--- src/sv/rrf_pkg.sv ---
// ----------------------------------------------------------------------------
// rrf_pkg: shared types and constants for the reply framer
// Byte codes, reply kinds, parser state encodings and the result record.
// ----------------------------------------------------------------------------
package rrf_pkg;

	localparam int unsigned CountW = 32;
	localparam int unsigned RemW   = 33;
	localparam int unsigned TotalW = 34;

	localparam logic [CountW-1:0] CountMax = '1;

	localparam logic [7:0] ChCr    = 8'h0d;
	localparam logic [7:0] ChLf    = 8'h0a;
	localparam logic [7:0] ChSpace = 8'h20;
	localparam logic [7:0] ChPlus  = 8'h2b;
	localparam logic [7:0] ChMinus = 8'h2d;
	localparam logic [7:0] ChColon = 8'h3a;
	localparam logic [7:0] ChStar  = 8'h2a;
	localparam logic [7:0] ChDollar = 8'h24;
	localparam logic [7:0] ChZero  = 8'h30;
	localparam logic [7:0] ChNine  = 8'h39;

	typedef enum logic [2:0] {
		KIND_STATUS     = 3'd0,
		KIND_ERROR      = 3'd1,
		KIND_INTEGER    = 3'd2,
		KIND_BULK       = 3'd3,
		KIND_NULL_BULK  = 3'd4,
		KIND_MULTIBULK  = 3'd5,
		KIND_UNKNOWN    = 3'd6,
		KIND_BAD_LENGTH = 3'd7
	} kind_t;

	typedef enum logic [1:0] {
		PH_LINE = 2'b01,
		PH_BULK = 2'b10
	} phase_t;

	typedef enum logic [3:0] {
		ST_SKIP   = 4'b0001,
		ST_SIGN   = 4'b0010,
		ST_DIGITS = 4'b0100,
		ST_DONE   = 4'b1000
	} lstage_t;

	typedef struct packed {
		kind_t              kind;
		logic               err_flag;
		logic               hit;
		logic [TotalW-1:0]  byte_total;
	} result_t;

endpackage

--- src/sv/rrf_parser.sv ---
// ----------------------------------------------------------------------------
// rrf_parser: per-byte framing state and result generation
// Holds the line/bulk state and produces at most one result per byte.
// ----------------------------------------------------------------------------
module rrf_parser (
	input  logic             clk,
	input  logic             arst_n,
	input  logic             step,
	input  logic [7:0]       byte_in,
	output logic             res_valid,
	output rrf_pkg::result_t res
);
	import rrf_pkg::*;

	phase_t            phase_q, n_phase;
	logic              pending_cr_q, n_pending_cr;
	logic [CountW-1:0] line_count_q, n_line_count;
	logic [7:0]        type_q, n_type;
	lstage_t           stage_q, n_stage;
	logic              neg_q, n_neg;
	logic [CountW-1:0] len_q, n_len;
	logic [RemW-1:0]   remain_q, n_remain;
	logic [CountW-1:0] blen_q, n_blen;

	logic              is_digit;
	logic [CountW+3:0] len_x10;
	logic [CountW-1:0] len_sat;
	logic [CountW-1:0] lc_inc;

	assign is_digit = (byte_in >= ChZero) && (byte_in <= ChNine);
	// len*10 + digit as shift-and-add
	assign len_x10  = {1'b0, len_q, 3'b000} + {3'b000, len_q, 1'b0}
		+ {{CountW{1'b0}}, byte_in[3:0]};
	assign len_sat  = (len_x10[CountW+3:CountW] != 4'd0) ? CountMax : len_x10[CountW-1:0];
	assign lc_inc   = (line_count_q == CountMax) ? line_count_q : line_count_q + CountW'(1);

	always_comb begin
		n_phase      = phase_q;
		n_pending_cr = pending_cr_q;
		n_line_count = line_count_q;
		n_type       = type_q;
		n_stage      = stage_q;
		n_neg        = neg_q;
		n_len        = len_q;
		n_remain     = remain_q;
		n_blen       = blen_q;
		res_valid    = 1'b0;
		res          = '0;

		unique case (phase_q)
			PH_BULK: begin
				if (remain_q <= RemW'(1)) begin
					res_valid      = 1'b1;
					res.kind       = KIND_BULK;
					res.hit        = (blen_q != '0);
					res.byte_total = {2'b00, line_count_q} + {2'b00, blen_q} + TotalW'(2);
					n_phase        = PH_LINE;
					n_pending_cr   = 1'b0;
					n_line_count   = '0;
					n_type         = '0;
					n_stage        = ST_SKIP;
					n_neg          = 1'b0;
					n_len          = '0;
					n_remain       = '0;
				end else begin
					n_remain = remain_q - RemW'(1);
				end
			end
			PH_LINE: begin
				if (line_count_q == '0) begin
					n_type = byte_in;
				end else if (stage_q == ST_SKIP && byte_in == ChSpace) begin
					n_stage = ST_SKIP;
				end else if (stage_q == ST_SKIP && (byte_in == ChPlus || byte_in == ChMinus)) begin
					n_neg   = (byte_in == ChMinus);
					n_stage = ST_SIGN;
				end else if (stage_q != ST_DONE) begin
					if (!is_digit) begin
						n_stage = ST_DONE;
					end else begin
						n_stage = ST_DIGITS;
						n_len   = len_sat;
					end
				end
				n_line_count = lc_inc;

				if (!(pending_cr_q && byte_in == ChLf)) begin
					n_pending_cr = (byte_in == ChCr);
				end else begin
					n_pending_cr   = 1'b0;
					res_valid      = 1'b1;
					res.byte_total = {2'b00, n_line_count};
					if (n_line_count == CountW'(2)) begin
						res.kind     = KIND_UNKNOWN;
						res.err_flag = 1'b1;
					end else begin
						unique case (n_type)
							ChPlus:  res.kind = KIND_STATUS;
							ChMinus: begin
								res.kind     = KIND_ERROR;
								res.err_flag = 1'b1;
							end
							ChColon: res.kind = KIND_INTEGER;
							ChStar:  begin
								res.kind     = KIND_MULTIBULK;
								res.err_flag = 1'b1;
							end
							ChDollar: begin
								if (n_neg && n_len == CountW'(1)) begin
									res.kind = KIND_NULL_BULK;
								end else if (n_neg && n_len != '0) begin
									res.kind     = KIND_BAD_LENGTH;
									res.err_flag = 1'b1;
								end else begin
									// enter the bulk body; line state is kept for the total
									res_valid = 1'b0;
									n_blen    = n_len;
									n_remain  = {1'b0, n_len} + RemW'(2);
									n_phase   = PH_BULK;
								end
							end
							default: begin
								res.kind     = KIND_UNKNOWN;
								res.err_flag = 1'b1;
							end
						endcase
					end
					if (res_valid) begin
						n_phase      = PH_LINE;
						n_line_count = '0;
						n_type       = '0;
						n_stage      = ST_SKIP;
						n_neg        = 1'b0;
						n_len        = '0;
					end
				end
			end
			default: begin
				n_phase = PH_LINE;
			end
		endcase
	end

	always_ff @(posedge clk or negedge arst_n) begin
		if (!arst_n) begin
			phase_q      <= PH_LINE;
			pending_cr_q <= 1'b0;
			line_count_q <= '0;
			type_q       <= '0;
			stage_q      <= ST_SKIP;
			neg_q        <= 1'b0;
			len_q        <= '0;
			remain_q     <= '0;
			blen_q       <= '0;
		end else if (step) begin
			phase_q      <= n_phase;
			pending_cr_q <= n_pending_cr;
			line_count_q <= n_line_count;
			type_q       <= n_type;
			stage_q      <= n_stage;
			neg_q        <= n_neg;
			len_q        <= n_len;
			remain_q     <= n_remain;
			blen_q       <= n_blen;
		end
	end

endmodule

--- src/sv/resp_reply_framer.sv ---
// ----------------------------------------------------------------------------
// resp_reply_framer: frames serialization-protocol replies from a byte stream
// Registered byte in, one parse step, registered reply record out.
// ----------------------------------------------------------------------------
//
//  channel | signals                                       | direction
//  --------+-----------------------------------------------+----------
//  rx      | rx_valid, rx_ready, rx_byte[7:0]              | in
//  reply   | reply_valid, reply_ready, reply_kind[2:0],    | out
//          | err_flag, hit, byte_total[33:0]               |
//
// One byte per cycle sustained while replies are taken. A byte is registered on
// acceptance and parsed once the output slot is free; any resulting reply is
// registered in the output register, which drives reply_valid.
// Reset clears all framing state and empties both registers. A stalled reply
// holds the parse step; the input register then fills and rx_ready drops
// until the reply is taken.
//
module resp_reply_framer (
	input  logic                       clk,
	input  logic                       arst_n,
	input  logic                       rx_valid,
	output logic                       rx_ready,
	input  logic [7:0]                 rx_byte,
	output logic                       reply_valid,
	input  logic                       reply_ready,
	output rrf_pkg::kind_t             reply_kind,
	output logic                       err_flag,
	output logic                       hit,
	output logic [rrf_pkg::TotalW-1:0] byte_total
);
	import rrf_pkg::*;

	logic       vld_s1;
	logic [7:0] byte_s1;
	logic       adv_s1;
	logic       out_free;
	logic       p_valid;
	result_t    p_res;
	logic       res_vld_s2;
	result_t    res_s2;

	// output slot is free when empty or being drained this cycle
	assign out_free = !res_vld_s2 || reply_ready;
	assign adv_s1   = vld_s1 && out_free;
	assign rx_ready = !vld_s1 || adv_s1;

	always_ff @(posedge clk or negedge arst_n) begin
		if (!arst_n) begin
			vld_s1 <= 1'b0;
		end else if (rx_ready) begin
			vld_s1 <= rx_valid;
		end
	end

	always_ff @(posedge clk) begin
		if (rx_valid && rx_ready) begin
			byte_s1 <= rx_byte;
		end
	end

	rrf_parser u_parser (
		.clk       (clk),
		.arst_n    (arst_n),
		.step      (adv_s1),
		.byte_in   (byte_s1),
		.res_valid (p_valid),
		.res       (p_res)
	);

	always_ff @(posedge clk or negedge arst_n) begin
		if (!arst_n) begin
			res_vld_s2 <= 1'b0;
		end else if (out_free) begin
			res_vld_s2 <= adv_s1 && p_valid;
		end
	end

	always_ff @(posedge clk) begin
		if (out_free && adv_s1 && p_valid) begin
			res_s2 <= p_res;
		end
	end

	assign reply_valid = res_vld_s2;
	assign reply_kind  = res_s2.kind;
	assign err_flag    = res_s2.err_flag;
	assign hit         = res_s2.hit;
	assign byte_total  = res_s2.byte_total;

endmodule

--- config.mk ---
export PLATFORM = sky130hd
export DESIGN_NAME = resp_reply_framer
export DESIGN_NICKNAME = d
export VERILOG_FILES = /design/src/sv/rrf_pkg.sv /design/src/sv/rrf_parser.sv /design/src/sv/resp_reply_framer.sv
export SDC_FILE = /design/constraint.sdc
export NUM_CORES = 1
export LEC_CHECK = 0
export CAP_MARGIN = 20
export CORE_MARGIN = 2
export CORE_UTILIZATION = 35
export CTS_BUF_LIST = sky130_fd_sc_hd__clkbuf_4
export DETAILED_ROUTE_END_ITERATION = 6
export DONT_BUFFER_PORTS = 1
export GPL_ROUTABILITY_DRIVEN = 0
export PLACE_DENSITY = 0.52
export REMOVE_ABC_BUFFERS = 1
export SLEW_MARGIN = 20
export SYNTH_ARGS = -nofsm -noshare
export SYNTH_HDL_FRONTEND = slang
export SYNTH_HIERARCHICAL = 1
export SYNTH_SLANG_ARGS = --single-unit
--- constraint.sdc ---
create_clock -name clk -period 16.5 [get_ports clk]
set_clock_uncertainty 0.15 [all_clocks]
set_input_delay 0.825 -clock clk [delete_from_list [all_inputs] [get_ports clk]]
set_output_delay 0.825 -clock clk [all_outputs]
set_load 0.02 [all_outputs]
==> qor_table.md, run 1 <==
| Parameter | This run |
|:---|:---|
| Status | complete, but fails checks |
| Violated checks | negative hold slack |
| Final count of hold timing violations | 4 |
| Combinational family with the most area after synthesis | compound AO/OA/AOI/OAI gates |
| Flip-flop cell with the highest count after synthesis | sky130_fd_sc_hd__dfrtp_1 |
| LEAKAGE | 7.10 nW |
| Residual overflow from global routing | 0 |
| Share of synthesized area spent on multiplexers | 0.0135 |
| Via count normalized by instance count | 5.79 |
| Count of vias placed by the detailed router | 13400 |
| Max-slew violations | 0 |
| Slew at the pin closest to its max-slew limit | 971 ps |
| Worst path required time | 16910 ps |
| Startpoint type of the worst setup path | flip-flop |
| Adder-cell share of the synthesized area | 0.111 |
| Highest attainable clock frequency | 0.141 GHz |
| Share of flip-flops with an asynchronous set or reset after synthesis | 0.758 |
| Filler instances | 4430 |
| Number of levels in the clock H-tree | 4 |
| Instance count of the mapped netlist | 1783 |
| TritonCTS clock tree | yes |
| Minimum hold slack | -30.0 ps |
| Starting density of the core | 0.356 |
| Critical path class | flip-flop to flip-flop |
| Yosys reg bits | 194 |
| CTS root buf | sky130_fd_sc_hd__clkbuf_4 |
| Maximum fanout count along the critical path | 37 |
| Number of flops mapped to enable cells by yosys | 47 |
| Chip Height | 214 microns |
| Worst flop-to-flop path startpoint | byte_s1[3] |
| Maximum resistive drop on vdd | 0.0000783 V |
| Tmin final | 7110 ps |
| Standard-cell rows | 76 |
| HPWL after detailed placement | 34600 microns |
| Die W | 214 microns |
| WP data arrival | 7510 ps |
| Average footprint of a synthesized cell | 8.63 sq um |
| DRT iter0 DRCs | 1099 |
| Xor/xnor share of the synthesized area | 0.0620 |
| Clock latency on the worst-skew pair | 600 ps |
| Yosys top cell by area | sky130_fd_sc_hd__dfrtp_1 |
| Number of iterations in the first detailed-routing pass | 5 |
| Remaining max-slew budget at the tightest pin | 0.348 |
| Initial antenna violation count | 1 |
| Number of sinks on the clock net | 194 |
| Setup repair after global routing missed its margin | no |
| Post-detailed-route count of antenna-violating nets | 0 |
| Die area | 45700 sq um |
| Synth-to-layout area growth | 4.88% |
| Final Setup Violations | 0 |
| Maximum number of pins on one net before global-route repair | 148 |
| Fraction of the mapped netlist area in compound gates | 0.244 |
| Total I/O pin count | 53 |
| R2r setup slk | 9390 ps |
| Synth Area in Simple Gates | 0.200 |
| Number of cells on the worst reg-to-reg path | 19 |
| GRT Overall Usage | 0.207 |
| Power density over cell area | 116 nW/um^2 |
| CTS resizes | 0 |
| Max-cap violations | 0 |
| Final Power | 1.88 mW |
| Tightest Hold Check Type | input pin to async pin |
| Total number of yosys warnings | 6 |
| Cell area after technology mapping | 15400 sq um |
| Final wirelength | 46100 microns |
| Most frequent cells in the layout | sky130_fd_sc_hd__nand2_1, sky130_fd_sc_hd__dfrtp_1, sky130_fd_sc_hd__nor2_1, sky130_fd_sc_hd__o21ai_0, sky130_fd_sc_hd__ha_1 |
| DRC | 0 |
| Layout cells sized above 1 | 0.0588 |
| Sequential share of the synthesized area | 0.331 |
| Buffer levels on the longest clock path | 2 |
| Clock slew at reported path FFs | 180 ps |
| Final TNS setup | 0 ps |
| Area share of the leading cell type in the synthesized netlist | 0.236 |
| First-pass GRT wire length | 74000 microns |
| Number of distinct standard cells referenced by the synthesized netlist | 95 |
| CTS Buf Count | 17 |
| Fin crit share | 0.431 |
| Type of destination of the critical path | flip-flop |
| Most common cell after layout, fill and taps aside | sky130_fd_sc_hd__nand2_1 |
| Net count, final | 1869 |
| Via count of the first global-routing pass | 12900 |
| Reg-to-reg critical path endpoint | u_parser/stage_q[0] |
| Floorplan core area | 43300 sq um |
| Post-DR wirelength/cell | 19.9 microns |
| Count of buffers inserted at the top-level ports | 0 |
| Dominant cells by area after synthesis | sky130_fd_sc_hd__dfrtp_1, sky130_fd_sc_hd__ha_1, sky130_fd_sc_hd__edfxtp_1 |
==> Yosys cell counts, types with 10 or more instances <==
cell type,instances
sky130_fd_sc_hd__dfrtp_1,145
sky130_fd_sc_hd__a31oi_1,14
sky130_fd_sc_hd__nor4_1,34
sky130_fd_sc_hd__edfxtp_1,47
sky130_fd_sc_hd__nand4_1,24
sky130_fd_sc_hd__nor2_1,137
sky130_fd_sc_hd__inv_1,43
sky130_fd_sc_hd__nand2_1,161
sky130_fd_sc_hd__and3_1,37
sky130_fd_sc_hd__nor2b_1,14
sky130_fd_sc_hd__a21oi_1,121
sky130_fd_sc_hd__o21ai_1,27
sky130_fd_sc_hd__o21ai_0,133
sky130_fd_sc_hd__xor2_1,52
sky130_fd_sc_hd__clkbuf_1,58
sky130_fd_sc_hd__o22ai_1,44
sky130_fd_sc_hd__and2_1,14
sky130_fd_sc_hd__buf_2,28
sky130_fd_sc_hd__nor3_1,52
sky130_fd_sc_hd__ha_1,132
sky130_fd_sc_hd__o21a_1,12
sky130_fd_sc_hd__a22o_1,21
sky130_fd_sc_hd__a21o_1,35
sky130_fd_sc_hd__nand3_1,51
sky130_fd_sc_hd__o31ai_1,40
sky130_fd_sc_hd__a22oi_1,14
sky130_fd_sc_hd__o211ai_1,10
sky130_fd_sc_hd__or3_1,13
sky130_fd_sc_hd__or2_2,12
sky130_fd_sc_hd__a211oi_1,18
sky130_fd_sc_hd__xnor2_1,57
sky130_fd_sc_hd__nand2b_1,21
==> state kept, by name (all words and copies together) (netlist names), 2 cells and up <==
| register | count |
|---|---|
| u_parser/stage_q | 4 |
| u_parser/remain_q | 33 |
| u_parser/phase_q | 2 |
| u_parser/len_q | 32 |
| byte_total | 34 |
| reply_kind | 3 |
| u_parser/line_count_q | 32 |
| u_parser/blen_q | 32 |
| byte_s1 | 8 |
| u_parser/type_q | 8 |
==> worst max-delay path by stage <==
| stage | startpoint | endpoint | cells after the start |
|---|---|---|---|
| 2_1_floorplan | byte_s1[3] | u_parser/remain_q[10] | 17 |
| 3_3_place_gp | byte_s1[3] | u_parser/stage_q[0] | 19 |
| 3_5_place_dp | byte_s1[3] | u_parser/stage_q[0] | 19 |
| 4_1_cts | byte_s1[3] | u_parser/stage_q[0] | 19 |
| 5_1_grt | byte_s1[3] | u_parser/len_q[30] | 19 |
| 6_report | byte_s1[3] | u_parser/stage_q[0] | 19 |
==> worst max-delay path, stage by stage, from the launching register on <==
cell and delay (ps):
sky130_fd_sc_hd__edfxtp_1 520, sky130_fd_sc_hd__inv_1 110, sky130_fd_sc_hd__fa_1 600, sky130_fd_sc_hd__inv_1 70, sky130_fd_sc_hd__ha_1 300, sky130_fd_sc_hd__a211oi_2 290, sky130_fd_sc_hd__o21ai_0 250, sky130_fd_sc_hd__a22oi_1 340
sky130_fd_sc_hd__o21ai_1 170, sky130_fd_sc_hd__o211ai_1 430, sky130_fd_sc_hd__o21ai_0 230, sky130_fd_sc_hd__nand4_1 200, sky130_fd_sc_hd__nand4_4 470, sky130_fd_sc_hd__o41ai_1 400, sky130_fd_sc_hd__nand4_1 390, sky130_fd_sc_hd__or3_1 490
sky130_fd_sc_hd__o211ai_1 320, sky130_fd_sc_hd__nand2_2 510, sky130_fd_sc_hd__or4_1 660, sky130_fd_sc_hd__a21boi_1 140
==> repair_timing <==
item / 4_1_cts / 5_1_grt
hold buffers: 1 / 0
setup buffers: 0 / 0
hold endpoints to repair: 147 / 0
==> power breakdown <==
group | total [mW] | internal [mW] | leakage, nW | switching (mW)
logic | 0.977 | 0.302 | 4.43 | 0.675
registers | 0.636 | 0.555 | 2.52 | 0.0807
clock network | 0.263 | 0.0815 | 0.151 | 0.181
==> cells by family after synthesis <==
kind of cell	Yosys count
xor+xnor	109
mux	17
simple gates	613
flops	194
compound gates	576
fa+ha+maj	135
buf+inv	139
==> per-stage QoR <==
step	area [sq um]	std cells	worst slack, ps	utilization
2_1_floorplan	15000	1687	9540	-
6_report	16100	2321	9390	0.373
4_1_cts	16100	2319	9390	0.373
3_3_place_gp	15800	2286	9580	0.366
3_5_place_dp	15800	2286	9390	0.366
5_1_grt	16100	2321	8790	0.373
==> layout make-up <==
cell class,instances,area (sq um),share of cell area
Antenna cell,1,2.50,0.000155
Tap cell,585,732,0.0453
Clock buffer,19,143,0.00883
Sequential cell,194,5090,0.315
Clock inverter,13,125,0.00775
Multi-Input combinational cell,1450,9740,0.603
Inverter,43,161,0.0100
Timing Repair Buffer,16,153,0.00945
==> routing by layer <==
metal | vias to the layer above | GRT usage | wire length, microns
li1 | 6557 | - | -
met1 | 6530 | 0.296 | 22200
met2 | 315 | 0.339 | 21500
met3 | 32 | 0.0171 | 1730
met4 | 0 | 0.0477 | 631
met5 | - | 0 | 0
(Power assumes the default switching activity.)
==> run 2: changes to the inputs <==
Settings changed: PLACE_DENSITY 0.52 to 0.54.
Clock period 16.5 ns to 6.35 ns, I/O delays scaled along.
==> qor_table.md, run 2 (same netlist as run 1, synthesis figures left out) <==
| Parameter | This run | Change |
|:---|:---|:---|
| TritonCTS clock tree | yes | unchanged |
| Minimum setup slack in the final design | 384 ps | was 9390 ps |
| Filler instances | 4398 | was 4430 |
| Synth-to-layout area growth | 7.17% | was 4.88% |
| Chip Height | 214 microns | unchanged |
| Highest attainable clock frequency | 0.168 GHz | was 0.141 GHz |
| WP data arrival | 6160 ps | was 7510 ps |
| Number of sinks on the clock net | 194 | unchanged |
| Top layer used by detailed routing | met4 | unchanged |
| Pre-CTS setup slack | 326 ps | was 9390 ps |
| First-pass GRT wire length | 74400 microns | was 74000 microns |
| Count of vias placed by the detailed router | 13700 | was 13400 |
| Status | finished clean | was complete, but fails checks |
| Startpoint type of the worst setup path | flip-flop | unchanged |
| CTS root buf | sky130_fd_sc_hd__clkbuf_4 | unchanged |
| DRC | 0 | unchanged |
| Max-slew violations | 0 | unchanged |
| Final wirelength | 46100 microns | about the same |
| Layout cells sized above 1 | 0.0712 | was 0.0588 |
| Worst path required time | 6550 ps | was 16910 ps |
| Fin crit share | 0.940 | was 0.431 |
| Type of destination of the critical path | flip-flop | unchanged |
| Tmin final | 5970 ps | was 7110 ps |
| Die W | 214 microns | unchanged |
| HPWL after detailed placement | 34300 microns | was 34600 microns |
| Critical path class | flip-flop to flip-flop | unchanged |
| Total I/O pin count | 53 | unchanged |
| Most common cell after layout, fill and taps aside | sky130_fd_sc_hd__nand2_1 | unchanged |
| Buffer levels on the longest clock path | 2 | unchanged |
| Slew at the pin closest to its max-slew limit | 944 ps | was 971 ps |
| GRT Overall Usage | 0.206 | was 0.207 |
| Utilization after layout | 0.381 | was 0.373 |
| Remaining max-slew budget at the tightest pin | 0.367 | was 0.348 |
| Routed length on met3 | 2170 microns | was 1730 microns |
| Residual overflow from global routing | 0 | unchanged |
| Minimum hold slack | 146 ps | was -30.0 ps |
| Final count of hold timing violations | 0 | was 4 |
| Setup repair after global routing missed its margin | no | unchanged |
| Placed Area | 16000 sq um | was 15800 sq um |
| Post-route design area | 16500 sq um | was 16100 sq um |
| Final TNS setup | 0 ps | unchanged |
| Count of buffers inserted at the top-level ports | 0 | unchanged |
| CTS Buf Count | 17 | unchanged |
| Post-route met1 wirelength | 22000 microns | was 22200 microns |
| Clock latency on the worst-skew pair | 620 ps | was 600 ps |
| Max-cap violations | 0 | unchanged |
| Most frequent cells in the layout | sky130_fd_sc_hd__nand2_1, sky130_fd_sc_hd__dfrtp_1, sky130_fd_sc_hd__nor2_1, sky130_fd_sc_hd__o21ai_0, sky130_fd_sc_hd__ha_1 | unchanged |
| Wire length on met2 | 20900 microns | was 21500 microns |
| Post-detailed-route count of antenna-violating nets | 0 | unchanged |
| Tightest Hold Check Type | input pin to async pin | unchanged |
| LEAKAGE | 7.28 nW | was 7.10 nW |
| Largest register FFs | 34 | unchanged |
| Maximum number of pins on one net before global-route repair | 148 | unchanged |
| Net count, final | 1904 | was 1869 |
| Standard-cell rows | 76 | unchanged |
| Post-DR wirelength/cell | 19.6 microns | was 19.9 microns |
| Number of levels in the clock H-tree | 4 | unchanged |
| DRT iter0 DRCs | 1373 | was 1099 |
| Via count of the first global-routing pass | 13100 | was 12900 |
| Starting density of the core | 0.356 | unchanged |
| Number of iterations in the first detailed-routing pass | 7 | was 5 |
| Maximum fanout count along the critical path | 39 | was 37 |
| Final Setup Violations | 0 | unchanged |
| Die area | 45700 sq um | unchanged |
| Maximum resistive drop on vdd | 0.000251 V | was 0.0000783 V |
| Clock slew at reported path FFs | 180 ps | about the same |
| Floorplan core area | 43300 sq um | unchanged |
| Power density over cell area | 303 nW/um^2 | was 116 nW/um^2 |
| Via count normalized by instance count | 5.83 | was 5.79 |
| Initial antenna violation count | 1 | unchanged |
==> run 2: final timing paths <==
path / slack (ps) / endpoint / cells after the start / from
min reg2reg: 340 / u_parser/stage_q[0] / 2 / u_parser/stage_q[0]
max reg2reg: 380 / byte_total[30] / 22 / byte_s1[3]
min: 150 / u_parser/pending_cr_q / 2 / arst_n
max in group asynchronous: 5240 / u_parser/line_count_q[29] / 2 / arst_n
min in group clk: 150 / byte_s1[0] / 1 / rx_byte[0]
max: 380 / byte_total[30] / 22 / byte_s1[3]
==> run 2: cell type report <==
| class | count | area [sq um] | area share |
|---|---|---|---|
| Clock inverter | 12 | 158 | 0.00955 |
| Tap cell | 585 | 732 | 0.0444 |
| Antenna cell | 1 | 2.50 | 0.000152 |
| Clock buffer | 20 | 150 | 0.00910 |
| Timing Repair Buffer | 51 | 445 | 0.0270 |
| Multi-Input combinational cell | 1450 | 9760 | 0.591 |
| Sequential cell | 194 | 5090 | 0.309 |
| Inverter | 43 | 161 | 0.00978 |
==> run 2: layer usage <==
metal  up-vias  global-route usage
met5         -                   0
met4         0              0.0599
met3        64              0.0189
met2       432               0.325
met1      6608               0.300
li1       6636                   -
==> run 2: power breakdown <==
group / switching [mW] / internal [mW]
combinational: 1.77 / 0.825
sequential: 0.209 / 1.44
clock: 0.466 / 0.291
total: 2.44 / 2.56
==> run 2: stage by stage <==
| step | power (mW) | cells |
|---|---|---|
| after floorplan | 3.32 | 1687 |
| after global placement | 4.17 | 2307 |
| after detailed placement | 4.20 | 2307 |
| after CTS | 4.98 | 2352 |
| after global routing | 5.37 | 2356 |
| final | 5.00 | 2356 |
==> run 2: what timing repair did <==
| action | 4_1_cts | 5_1_grt |
|---|---|---|
| gates resized for setup | 0 | 2 |
| setup endpoints to repair | 0 | 74 |
| buffers inserted | 0 | 3 |
| hold endpoints to repair | 165 | 0 |
| hold buffers | 13 | 0 |
==> run 2: critical path, cell delays in order, from the launching register on <==
cell                       delay [ps]
sky130_fd_sc_hd__edfxtp_1         400
sky130_fd_sc_hd__inv_1             70
sky130_fd_sc_hd__fa_1             600
sky130_fd_sc_hd__inv_1             60
sky130_fd_sc_hd__ha_1             290
sky130_fd_sc_hd__a211oi_2         270
sky130_fd_sc_hd__o21ai_0          250
sky130_fd_sc_hd__a22oi_1          280
sky130_fd_sc_hd__o21ai_1          160
sky130_fd_sc_hd__o211ai_1         370
sky130_fd_sc_hd__o211ai_1         170
sky130_fd_sc_hd__o311ai_1         220
sky130_fd_sc_hd__nand4_4          330
sky130_fd_sc_hd__o22ai_2          220
sky130_fd_sc_hd__nand4_1          260
sky130_fd_sc_hd__or3_1            470
sky130_fd_sc_hd__o21a_1           230
sky130_fd_sc_hd__or2_2            340
sky130_fd_sc_hd__nand2_1           80
sky130_fd_sc_hd__nand2_1           50
sky130_fd_sc_hd__nand2_1          160
sky130_fd_sc_hd__nor2b_4           60
sky130_fd_sc_hd__buf_12           160
